===== config.mk =====
export PLATFORM = sky130hd
export DESIGN_NAME = binscii_group_decoder
export DESIGN_NICKNAME = d
export VERILOG_FILES = /design/src/design/bgd_pkg.sv /design/src/design/binscii_group_decoder.sv /design/src/design/bgd_ram.sv /design/src/design/bgd_front.sv /design/src/design/bgd_fifo.sv /design/src/design/bgd_back.sv
export SDC_FILE = /design/constraint.sdc
export NUM_CORES = 2
export LEC_CHECK = 0
export BUFFER_PORTS_ARGS = -buffer_cell sky130_fd_sc_hd__clkbuf_2
export CAP_MARGIN = 25
export CORE_AREA = 5 5 352 354
export DETAILED_ROUTE_END_ITERATION = 12
export DIE_AREA = 0 0 357 359
export PLACE_DENSITY = 0.87
export SLEW_MARGIN = 20
export SYNTH_ARGS = -nofsm -noshare
export SYNTH_HDL_FRONTEND = slang
export SYNTH_SLANG_ARGS = --single-unit

===== constraint.sdc =====
create_clock -name clk -period 14.6 [get_ports clk]
set_clock_uncertainty 0.1 [all_clocks]
set_input_delay 4.38 -clock clk [delete_from_list [all_inputs] [get_ports clk]]
set_output_delay 4.38 -clock clk [all_outputs]
set_load 0.02 [all_outputs]

===== src/design/bgd_pkg.sv =====
// Shared types and constants for the group decoder.
// Used by every module of the block except bgd_ram; no dependencies.
`timescale 1ns / 1ps

package bgd_pkg;

  // Character and code widths
  localparam int CHAR_W    = 8;
  localparam int CODE_W    = 6;
  localparam int NUM_CHARS = 256;
  localparam int ALPHA_SIZE = 64;
  localparam int CNT_W     = 7;

  // Queue between front and back
  localparam int FIFO_DEPTH = 4;
  localparam int FIFO_AW    = 2;

  // Kinds of queue entries
  localparam logic [1:0] KIND_CODE      = 2'd0;
  localparam logic [1:0] KIND_BAD_ALPHA = 2'd1;
  localparam logic [1:0] KIND_BAD_CHAR  = 2'd2;

  // Result status codes
  localparam logic [1:0] STATUS_OK        = 2'd0;
  localparam logic [1:0] STATUS_BAD_ALPHA = 2'd1;
  localparam logic [1:0] STATUS_BAD_CHAR  = 2'd2;

  // Position of the last character of a group
  localparam logic [1:0] LAST_POS = 2'd3;

  typedef struct packed {
    logic              start_req;
    logic [CHAR_W-1:0] char_code;
  } chr_t;

  typedef struct packed {
    logic [1:0] status;
    logic [7:0] byte_first;
    logic [7:0] byte_second;
    logic [7:0] byte_third;
  } res_t;

  typedef struct packed {
    logic [1:0]        kind;
    logic [1:0]        pos;
    logic [CODE_W-1:0] code;
  } entry_t;

endpackage


===== src/design/binscii_group_decoder.sv =====
// Group decoder: one character per cycle, back to back, while chr_stall is low.
// A result transaction passes from the edge that accepts the character causing
// it through the code lookup stage, the four-entry queue and the output register.
// Throughput is set by the single-read code RAM: one character a cycle when not stalled.
// Reset clears all control state and the alphabet valid bits at once; no
// clearing pass runs and the block is ready in the cycle after reset.
`timescale 1ns / 1ps

module binscii_group_decoder (
  input  logic          clk,
  input  logic          rst,
  input  logic          chr_valid,
  output logic          chr_stall,
  input  bgd_pkg::chr_t chr,
  output logic          res_valid,
  input  logic          res_stall,
  output bgd_pkg::res_t res
);

  logic            push_valid;
  bgd_pkg::entry_t push_entry;
  logic            fifo_full;
  logic            fifo_pop;
  logic            fifo_not_empty;
  bgd_pkg::entry_t fifo_head;

  // Front: alphabet load, classification, code lookup
  bgd_front u_front (
    .clk        (clk),
    .rst        (rst),
    .chr_valid  (chr_valid),
    .chr_stall  (chr_stall),
    .chr        (chr),
    .push_valid (push_valid),
    .push_entry (push_entry),
    .push_full  (fifo_full)
  );

  // Queue between the two halves
  bgd_fifo u_fifo (
    .clk        (clk),
    .rst        (rst),
    .push       (push_valid),
    .push_entry (push_entry),
    .full       (fifo_full),
    .pop        (fifo_pop),
    .not_empty  (fifo_not_empty),
    .head       (fifo_head)
  );

  // Back: group assembly and result register
  bgd_back u_back (
    .clk         (clk),
    .rst         (rst),
    .entry_valid (fifo_not_empty),
    .entry       (fifo_head),
    .pop         (fifo_pop),
    .res_valid   (res_valid),
    .res_stall   (res_stall),
    .res         (res)
  );

endmodule


===== src/design/bgd_ram.sv =====
// Generic single-port-write, single-port-read RAM with registered read.
// No dependencies.
`timescale 1ns / 1ps

module bgd_ram #(
  parameter int WIDTH = 8,
  parameter int DEPTH = 256
) (
  input  logic                     clk,
  input  logic                     we,
  input  logic [$clog2(DEPTH)-1:0] waddr,
  input  logic [WIDTH-1:0]         wdata,
  input  logic                     re,
  input  logic [$clog2(DEPTH)-1:0] raddr,
  output logic [WIDTH-1:0]         rdata
);

  logic [WIDTH-1:0] mem [DEPTH];

  // Write port and registered read port
  always_ff @(posedge clk) begin
    if (we) begin
      mem[waddr] <= wdata;
    end
    if (re) begin
      rdata <= mem[raddr];
    end
  end

endmodule


===== src/design/bgd_front.sv =====
// Front end: accepts characters, loads the alphabet, classifies characters
// and looks up codes. Depends on bgd_pkg and bgd_ram.
`timescale 1ns / 1ps

module bgd_front (
  input  logic            clk,
  input  logic            rst,
  input  logic            chr_valid,
  output logic            chr_stall,
  input  bgd_pkg::chr_t   chr,
  output logic            push_valid,
  output bgd_pkg::entry_t push_entry,
  input  logic            push_full
);

  logic [bgd_pkg::NUM_CHARS-1:0] code_valid;
  logic [bgd_pkg::NUM_CHARS-1:0] code_valid_next;
  logic [bgd_pkg::CNT_W-1:0]     alpha_cnt;
  logic [1:0]                    grp_pos;
  logic                          halted;

  logic                          stg_valid;
  logic [1:0]                    stg_kind;
  logic [1:0]                    stg_pos;
  logic [bgd_pkg::CODE_W-1:0]    ram_rdata;

  logic                          accept;
  logic                          blank;
  logic                          vbit;
  logic [bgd_pkg::CNT_W-1:0]     cnt_eff;
  logic [1:0]                    pos_eff;
  logic                          halted_eff;

  logic [bgd_pkg::CNT_W-1:0]     alpha_cnt_next;
  logic [1:0]                    grp_pos_next;
  logic                          halted_next;
  logic                          load_wr;
  logic                          rd_en;
  logic                          emit;
  logic [1:0]                    emit_kind;

  // Stage drains into the queue unless the queue is full
  assign push_valid = stg_valid;
  assign push_entry = '{kind: stg_kind, pos: stg_pos, code: ram_rdata};
  assign chr_stall  = stg_valid && push_full;
  assign accept     = chr_valid && !chr_stall;

  // Classify the character
  assign blank = (chr.char_code == 8'h20) ||
                 ((chr.char_code >= 8'h09) && (chr.char_code <= 8'h0d));

  // A start clears all state before the character is handled
  assign vbit       = chr.start_req ? 1'b0 : code_valid[chr.char_code];
  assign cnt_eff    = chr.start_req ? '0 : alpha_cnt;
  assign pos_eff    = chr.start_req ? 2'd0 : grp_pos;
  assign halted_eff = chr.start_req ? 1'b0 : halted;

  // Decide what the character does
  always_comb begin
    alpha_cnt_next = cnt_eff;
    grp_pos_next   = pos_eff;
    halted_next    = halted_eff;
    load_wr        = 1'b0;
    rd_en          = 1'b0;
    emit           = 1'b0;
    emit_kind      = bgd_pkg::KIND_CODE;
    if (!halted_eff) begin
      if (cnt_eff < bgd_pkg::CNT_W'(bgd_pkg::ALPHA_SIZE)) begin
        if (blank || vbit) begin
          emit        = 1'b1;
          emit_kind   = bgd_pkg::KIND_BAD_ALPHA;
          halted_next = 1'b1;
        end else begin
          load_wr        = 1'b1;
          alpha_cnt_next = cnt_eff + 1'b1;
        end
      end else if ((pos_eff == 2'd0) && blank) begin
        // skip whitespace between groups
      end else if (!vbit) begin
        emit         = 1'b1;
        emit_kind    = bgd_pkg::KIND_BAD_CHAR;
        halted_next  = 1'b1;
        grp_pos_next = 2'd0;
      end else begin
        emit         = 1'b1;
        rd_en        = 1'b1;
        grp_pos_next = pos_eff + 2'd1;
      end
    end
  end

  // Start clears the alphabet valid bits, a load sets one
  always_comb begin
    code_valid_next = chr.start_req ? '0 : code_valid;
    if (load_wr) begin
      code_valid_next[chr.char_code] = 1'b1;
    end
  end

  // Reverse alphabet: character to code
  bgd_ram #(
    .WIDTH (bgd_pkg::CODE_W),
    .DEPTH (bgd_pkg::NUM_CHARS)
  ) u_code_ram (
    .clk   (clk),
    .we    (accept && load_wr),
    .waddr (chr.char_code),
    .wdata (alpha_cnt[bgd_pkg::CODE_W-1:0] & {bgd_pkg::CODE_W{!chr.start_req}}),
    .re    (accept && rd_en),
    .raddr (chr.char_code),
    .rdata (ram_rdata)
  );

  // Hold decoder state; clear valid bits on start
  always_ff @(posedge clk) begin
    if (rst) begin
      code_valid <= '0;
      alpha_cnt  <= '0;
      grp_pos    <= 2'd0;
      halted     <= 1'b0;
    end else if (accept) begin
      code_valid <= code_valid_next;
      alpha_cnt  <= alpha_cnt_next;
      grp_pos    <= grp_pos_next;
      halted     <= halted_next;
    end
  end

  // Advance the lookup stage
  always_ff @(posedge clk) begin
    if (rst) begin
      stg_valid <= 1'b0;
    end else if (accept && emit) begin
      stg_valid <= 1'b1;
    end else if (push_valid && !push_full) begin
      stg_valid <= 1'b0;
    end
  end

  always_ff @(posedge clk) begin
    if (accept && emit) begin
      stg_kind <= emit_kind;
      stg_pos  <= pos_eff;
    end
  end

endmodule


===== src/design/bgd_fifo.sv =====
// Short queue of classified entries between front and back.
// Depends on bgd_pkg.
`timescale 1ns / 1ps

module bgd_fifo (
  input  logic            clk,
  input  logic            rst,
  input  logic            push,
  input  bgd_pkg::entry_t push_entry,
  output logic            full,
  input  logic            pop,
  output logic            not_empty,
  output bgd_pkg::entry_t head
);

  bgd_pkg::entry_t             slots [bgd_pkg::FIFO_DEPTH];
  logic [bgd_pkg::FIFO_AW-1:0] wr_ptr;
  logic [bgd_pkg::FIFO_AW-1:0] rd_ptr;
  logic [bgd_pkg::FIFO_AW:0]   count;

  assign full      = (count == (bgd_pkg::FIFO_AW+1)'(bgd_pkg::FIFO_DEPTH));
  assign not_empty = (count != '0);
  assign head      = slots[rd_ptr];

  // Advance pointers and fill count
  always_ff @(posedge clk) begin
    if (rst) begin
      wr_ptr <= '0;
      rd_ptr <= '0;
      count  <= '0;
    end else begin
      if (push && !full) begin
        wr_ptr <= wr_ptr + 1'b1;
      end
      if (pop && not_empty) begin
        rd_ptr <= rd_ptr + 1'b1;
      end
      if ((push && !full) && !(pop && not_empty)) begin
        count <= count + 1'b1;
      end else if (!(push && !full) && (pop && not_empty)) begin
        count <= count - 1'b1;
      end
    end
  end

  // Store entries
  always_ff @(posedge clk) begin
    if (push && !full) begin
      slots[wr_ptr] <= push_entry;
    end
  end

endmodule


===== src/design/bgd_back.sv =====
// Back end: gathers codes into groups and forms result transactions.
// Depends on bgd_pkg.
`timescale 1ns / 1ps

module bgd_back (
  input  logic            clk,
  input  logic            rst,
  input  logic            entry_valid,
  input  bgd_pkg::entry_t entry,
  output logic            pop,
  output logic            res_valid,
  input  logic            res_stall,
  output bgd_pkg::res_t   res
);

  logic [bgd_pkg::CODE_W-1:0] held0;
  logic [bgd_pkg::CODE_W-1:0] held1;
  logic [bgd_pkg::CODE_W-1:0] held2;
  logic                       produces;
  bgd_pkg::res_t              res_next;

  assign pop = entry_valid && (!res_valid || !res_stall);

  // Work out whether the entry gives a result, and its value
  always_comb begin
    produces = 1'b0;
    res_next = '0;
    case (entry.kind)
      bgd_pkg::KIND_CODE: begin
        if (entry.pos == bgd_pkg::LAST_POS) begin
          produces             = 1'b1;
          res_next.status      = bgd_pkg::STATUS_OK;
          res_next.byte_first  = {entry.code, held2[5:4]};
          res_next.byte_second = {held2[3:0], held1[5:2]};
          res_next.byte_third  = {held1[1:0], held0};
        end
      end
      bgd_pkg::KIND_BAD_ALPHA: begin
        produces        = 1'b1;
        res_next.status = bgd_pkg::STATUS_BAD_ALPHA;
      end
      bgd_pkg::KIND_BAD_CHAR: begin
        produces        = 1'b1;
        res_next.status = bgd_pkg::STATUS_BAD_CHAR;
      end
      default: begin
        produces = 1'b0;
      end
    endcase
  end

  // Hold the first three codes of a group
  always_ff @(posedge clk) begin
    if (pop && (entry.kind == bgd_pkg::KIND_CODE)) begin
      case (entry.pos)
        2'd0:    held0 <= entry.code;
        2'd1:    held1 <= entry.code;
        2'd2:    held2 <= entry.code;
        default: held2 <= held2;
      endcase
    end
  end

  // Output register
  always_ff @(posedge clk) begin
    if (rst) begin
      res_valid <= 1'b0;
    end else if (pop && produces) begin
      res_valid <= 1'b1;
    end else if (!res_stall) begin
      res_valid <= 1'b0;
    end
  end

  always_ff @(posedge clk) begin
    if (pop && produces) begin
      res <= res_next;
    end
  end

endmodule

==> load_flow_metrics.sql <==
INSERT INTO impl_metrics (metric_group, metric, value, unit) VALUES
('clock_tree', 'worstSkewPairLatency', '0.80', 'ns'),
('place', 'placement.io_buffers', '40', ''),
('timing', 'setup_viol', '0', ''),
('clock_tree', 'clk_pin_slew', '0.06', 'ns'),
('synth', 'yosys.cell_types.count', '70', ''),
('drt', 'drt_wl_total', '205000', 'um'),
('drt', 'iteration_0_drc_count_of_the_detailed_router', '7784', ''),
('setup_path', 'critical_path.max_stage_delay', '0.82', 'ns'),
('clock_tree', 'cts_made_buffers', '179', ''),
('synth', 'ys.flop_type', 'edfxtp_1', ''),
('cells_and_area', 'util_after_layout', '69.1', '%'),
('synth', 'synth_edf_count', '1630', ''),
('timing', 'worst_slew_margin_rel', '21.0', '%'),
('cells_and_area', 'final_layout_size_suffix_gt1_share', '25.3', '%'),
('setup_path', 'worst_path_dominant_cell_family', 'simple AND/OR/NAND/NOR gates', ''),
('floorplanning', 'floorplan.die_area', '0.128', 'mm2'),
('setup_path', 'crit_path_start_kind', 'input port', ''),
('cells_and_area', 'filler_cell_count', '6728', ''),
('setup_path', 'crit_path_end_kind', 'register', ''),
('setup_path', 'cp_max_fo', '68', ''),
('setup_path', 'timing.critical_path.cells', 'clkbuf_8, buf_4, nor2b_1, a22oi_1, and3_1, a2111oi_0, o2111a_1, or3_1, buf_4, nand2_1, nor2_1', ''),
('power_and_ir_drop', 'irDropWorstVdd', '0.109', 'mV'),
('worst_hold_path', 'timing.hold.worst.class', 'register to register', ''),
('run_status', 'run_status', 'completed', ''),
('clock_tree', 'postCtsHoldBufs', '0', ''),
('timing', 'setup_tns', '0', 'ns'),
('floorplanning', 'fp.dieH', '359', 'um'),
('drt', 'avgViaCountPerCell', '7.30', ''),
('timing', 'timing.hold.ws', '0.352', 'ns'),
('clock_tree', 'cts_sinks', '1907', ''),
('synth', 'postSynth.asyncResetShare', '0', '%'),
('timing', 'grt_setup_unrepaired', 'false', ''),
('cells_and_area', 'stdcell_area', '0.0834', 'mm2'),
('drt', 'dr.pass1.iters', '10', ''),
('floorplanning', 'placementRows', '128', ''),
('floorplanning', 'floorplan.initialDensity', '62.3', '%'),
('flow_run', 'drv.max_cap_violation_count', '0', ''),
('clock_tree', 'h-tree-depth', '4', ''),
('global_route', 'grt_first_pass_wirelength', '299000', 'um'),
('setup_path', 'path_class', 'input port to register', ''),
('timing', 'highest_attainable_clock_frequency', '101', 'MHz'),
('cells_and_area', 'finalNonFillerCells', '5862', ''),
('power_and_ir_drop', 'p_leak', '24.7', 'nW'),
('drt', 'antenna_left', '0', ''),
('synth', 'synthesis.area', '0.0752', 'mm2'),
('drt', 'drc', '0', ''),
('setup_path', 'worst_path_most_repeated_cell', 'buf_4', ''),
('global_route', 'first_global_vias', '42700', ''),
('timing', 'hold_viol_final', '0', ''),
('place', 'post_dp_cell_area', '0.0770', 'mm2'),
('timing', 'post-route-min-period', '9.87', 'ns'),
('floorplanning', 'floorplan.core_area', '0.121', 'mm2'),
('place', 'dp_cells', '5486', ''),
('timing', 'worst-slew-pin-transition', '1.18', 'ns'),
('clock_tree', 'post_cts.resized_instances', '0', ''),
('floorplanning', 'die_width', '357', 'um'),
('global_route', 'grt_start_max_net_pins', '245', ''),
('place', 'dpl_worst_slack', '4.19', 'ns'),
('setup_path', 'cpMaxStageDelayCell', 'buf_4', ''),
('synth', 'ys_seq_elements', '1907', ''),
('setup_path', 'timing.critical_path.required', '14.93', 'ns'),
('global_route', 'antenna_found_initial', '10', ''),
('drt', 'via_count', '42800', ''),
('global_route', 'grt_usage', '32.1', '%'),
('timing', 'finalWorstSetupSlack', '4.73', 'ns'),
('clock_tree', 'tritoncts', 'yes', ''),
('clock_tree', 'cts_setup_buffers', '0', ''),
('floorplanning', 'floorplan.io_pins', '41', ''),
('cells_and_area', 'multi_input_area', '0.0197', 'mm2'),
('timing', 'final-max-slew-violation-count', '0', ''),
('clock_tree', 'cts-root-buf', 'clkbuf_16', '');
-- tightest hold or removal path: stages (launching register included) --
cell,delay (ns)
dfxtp_1,0.32
nand2_1,0.05
o21ai_0,0.05
-- synth_stat cells (all sizes together) (7+ instances only) --
cell,number,area share [%]
a21oi,38,0.25
a31oi,7,0.058
nor4b,29,0.34
ha,11,0.18
nor2b,15,0.12
nand3,36,0.24
nand2b,8,0.067
dfxtp,277,7.4
or4,17,0.17
nand2,331,1.7
o21ai,236,1.6
nor2,84,0.42
o31ai,10,0.11
a22oi,11,0.11
nor3,192,1.3
or3,15,0.12
inv,16,0.080
nand3b,16,0.16
edfxtp,1630,65
clkbuf,143,0.71
and2,37,0.31
mux2i,40,0.53
buf,149,1.3
mux4,561,17
mux2,10,0.15
-- per-layer routing --
layer  track usage (%)  vias up  wire length [um]
li1                  -    16300                 -
met1              41.6    21600             66600
met2              50.2     4068             98400
met3              8.64      870             26300
met4              17.4        8             13800
met5                 0        -                64
-- cell type report --
| class | count | share of cell area (%) |
|---|---|---|
| clock buffer | 239 | 5.99 |
| antenna | 8 | 0.0240 |
| multi-input combinational | 1814 | 23.6 |
| inverter | 18 | 0.0810 |
| clock inverter | 90 | 1.03 |
| sequential | 1907 | 65.3 |
| tap | 1625 | 2.44 |
| timing repair buffer | 161 | 1.52 |
-- flip-flops by register name (all words and copies together), names as in the netlist, named ones only --
| register | count |
|---|---|
| u_back.held0 | 6 |
| u_back.held1 | 6 |
| u_back.held2 | 6 |
| u_back.res | 26 |
| u_back.res_valid | 1 |
| u_fifo.count | 3 |
| u_fifo.rd_ptr | 2 |
| u_fifo.slots | 40 |
| u_fifo.wr_ptr | 2 |
| u_front.alpha_cnt | 7 |
| u_front.code_valid | 256 |
| u_front.grp_pos | 2 |
| u_front.halted | 1 |
| u_front.push_valid | 1 |
| u_front.stg_kind | 2 |
| u_front.stg_pos | 2 |
| u_front.u_code_ram.mem | 1536 |
| u_front.u_code_ram.rdata | 6 |
-- power by group --
group	switching (mW)	leakage (nW)	internal (mW)
Combinational	0.420	5.84	0.206
Sequential	0.0311	16.0	5.94
Clock	2.05	2.88	2.66
-- kinds of logic after synthesis --
family                     share of synthesized area, %
muxes                                              17.5
adders and majority gates                         0.210
AOI/OAI and AO/OA                                  2.68
xor gates and xnor gates                         0.0582
DFF                                                72.5
other                                           0.00499
buffers and inverters                              2.06
and+or+nand+nor                                    5.04
-- worst paths after layout --
check / start / end / slack, ns / depth (start not counted)
worst max register to register: u_front.code_valid[71]$_SDFFE_PP0P_ / u_front.u_code_ram.mem[200][3]$_DFFE_PP_ / 9.59 / 8
worst max-delay path: chr[3] / u_front.u_code_ram.mem[200][3]$_DFFE_PP_ / 4.73 / 11
worst min-delay path: u_front.code_valid[102]$_SDFFE_PP0P_ / u_front.code_valid[102]$_SDFFE_PP0P_ / 0.35 / 2
worst min register to register: u_front.code_valid[102]$_SDFFE_PP0P_ / u_front.code_valid[102]$_SDFFE_PP0P_ / 0.35 / 2
Power figures use the tool's default switching activity.
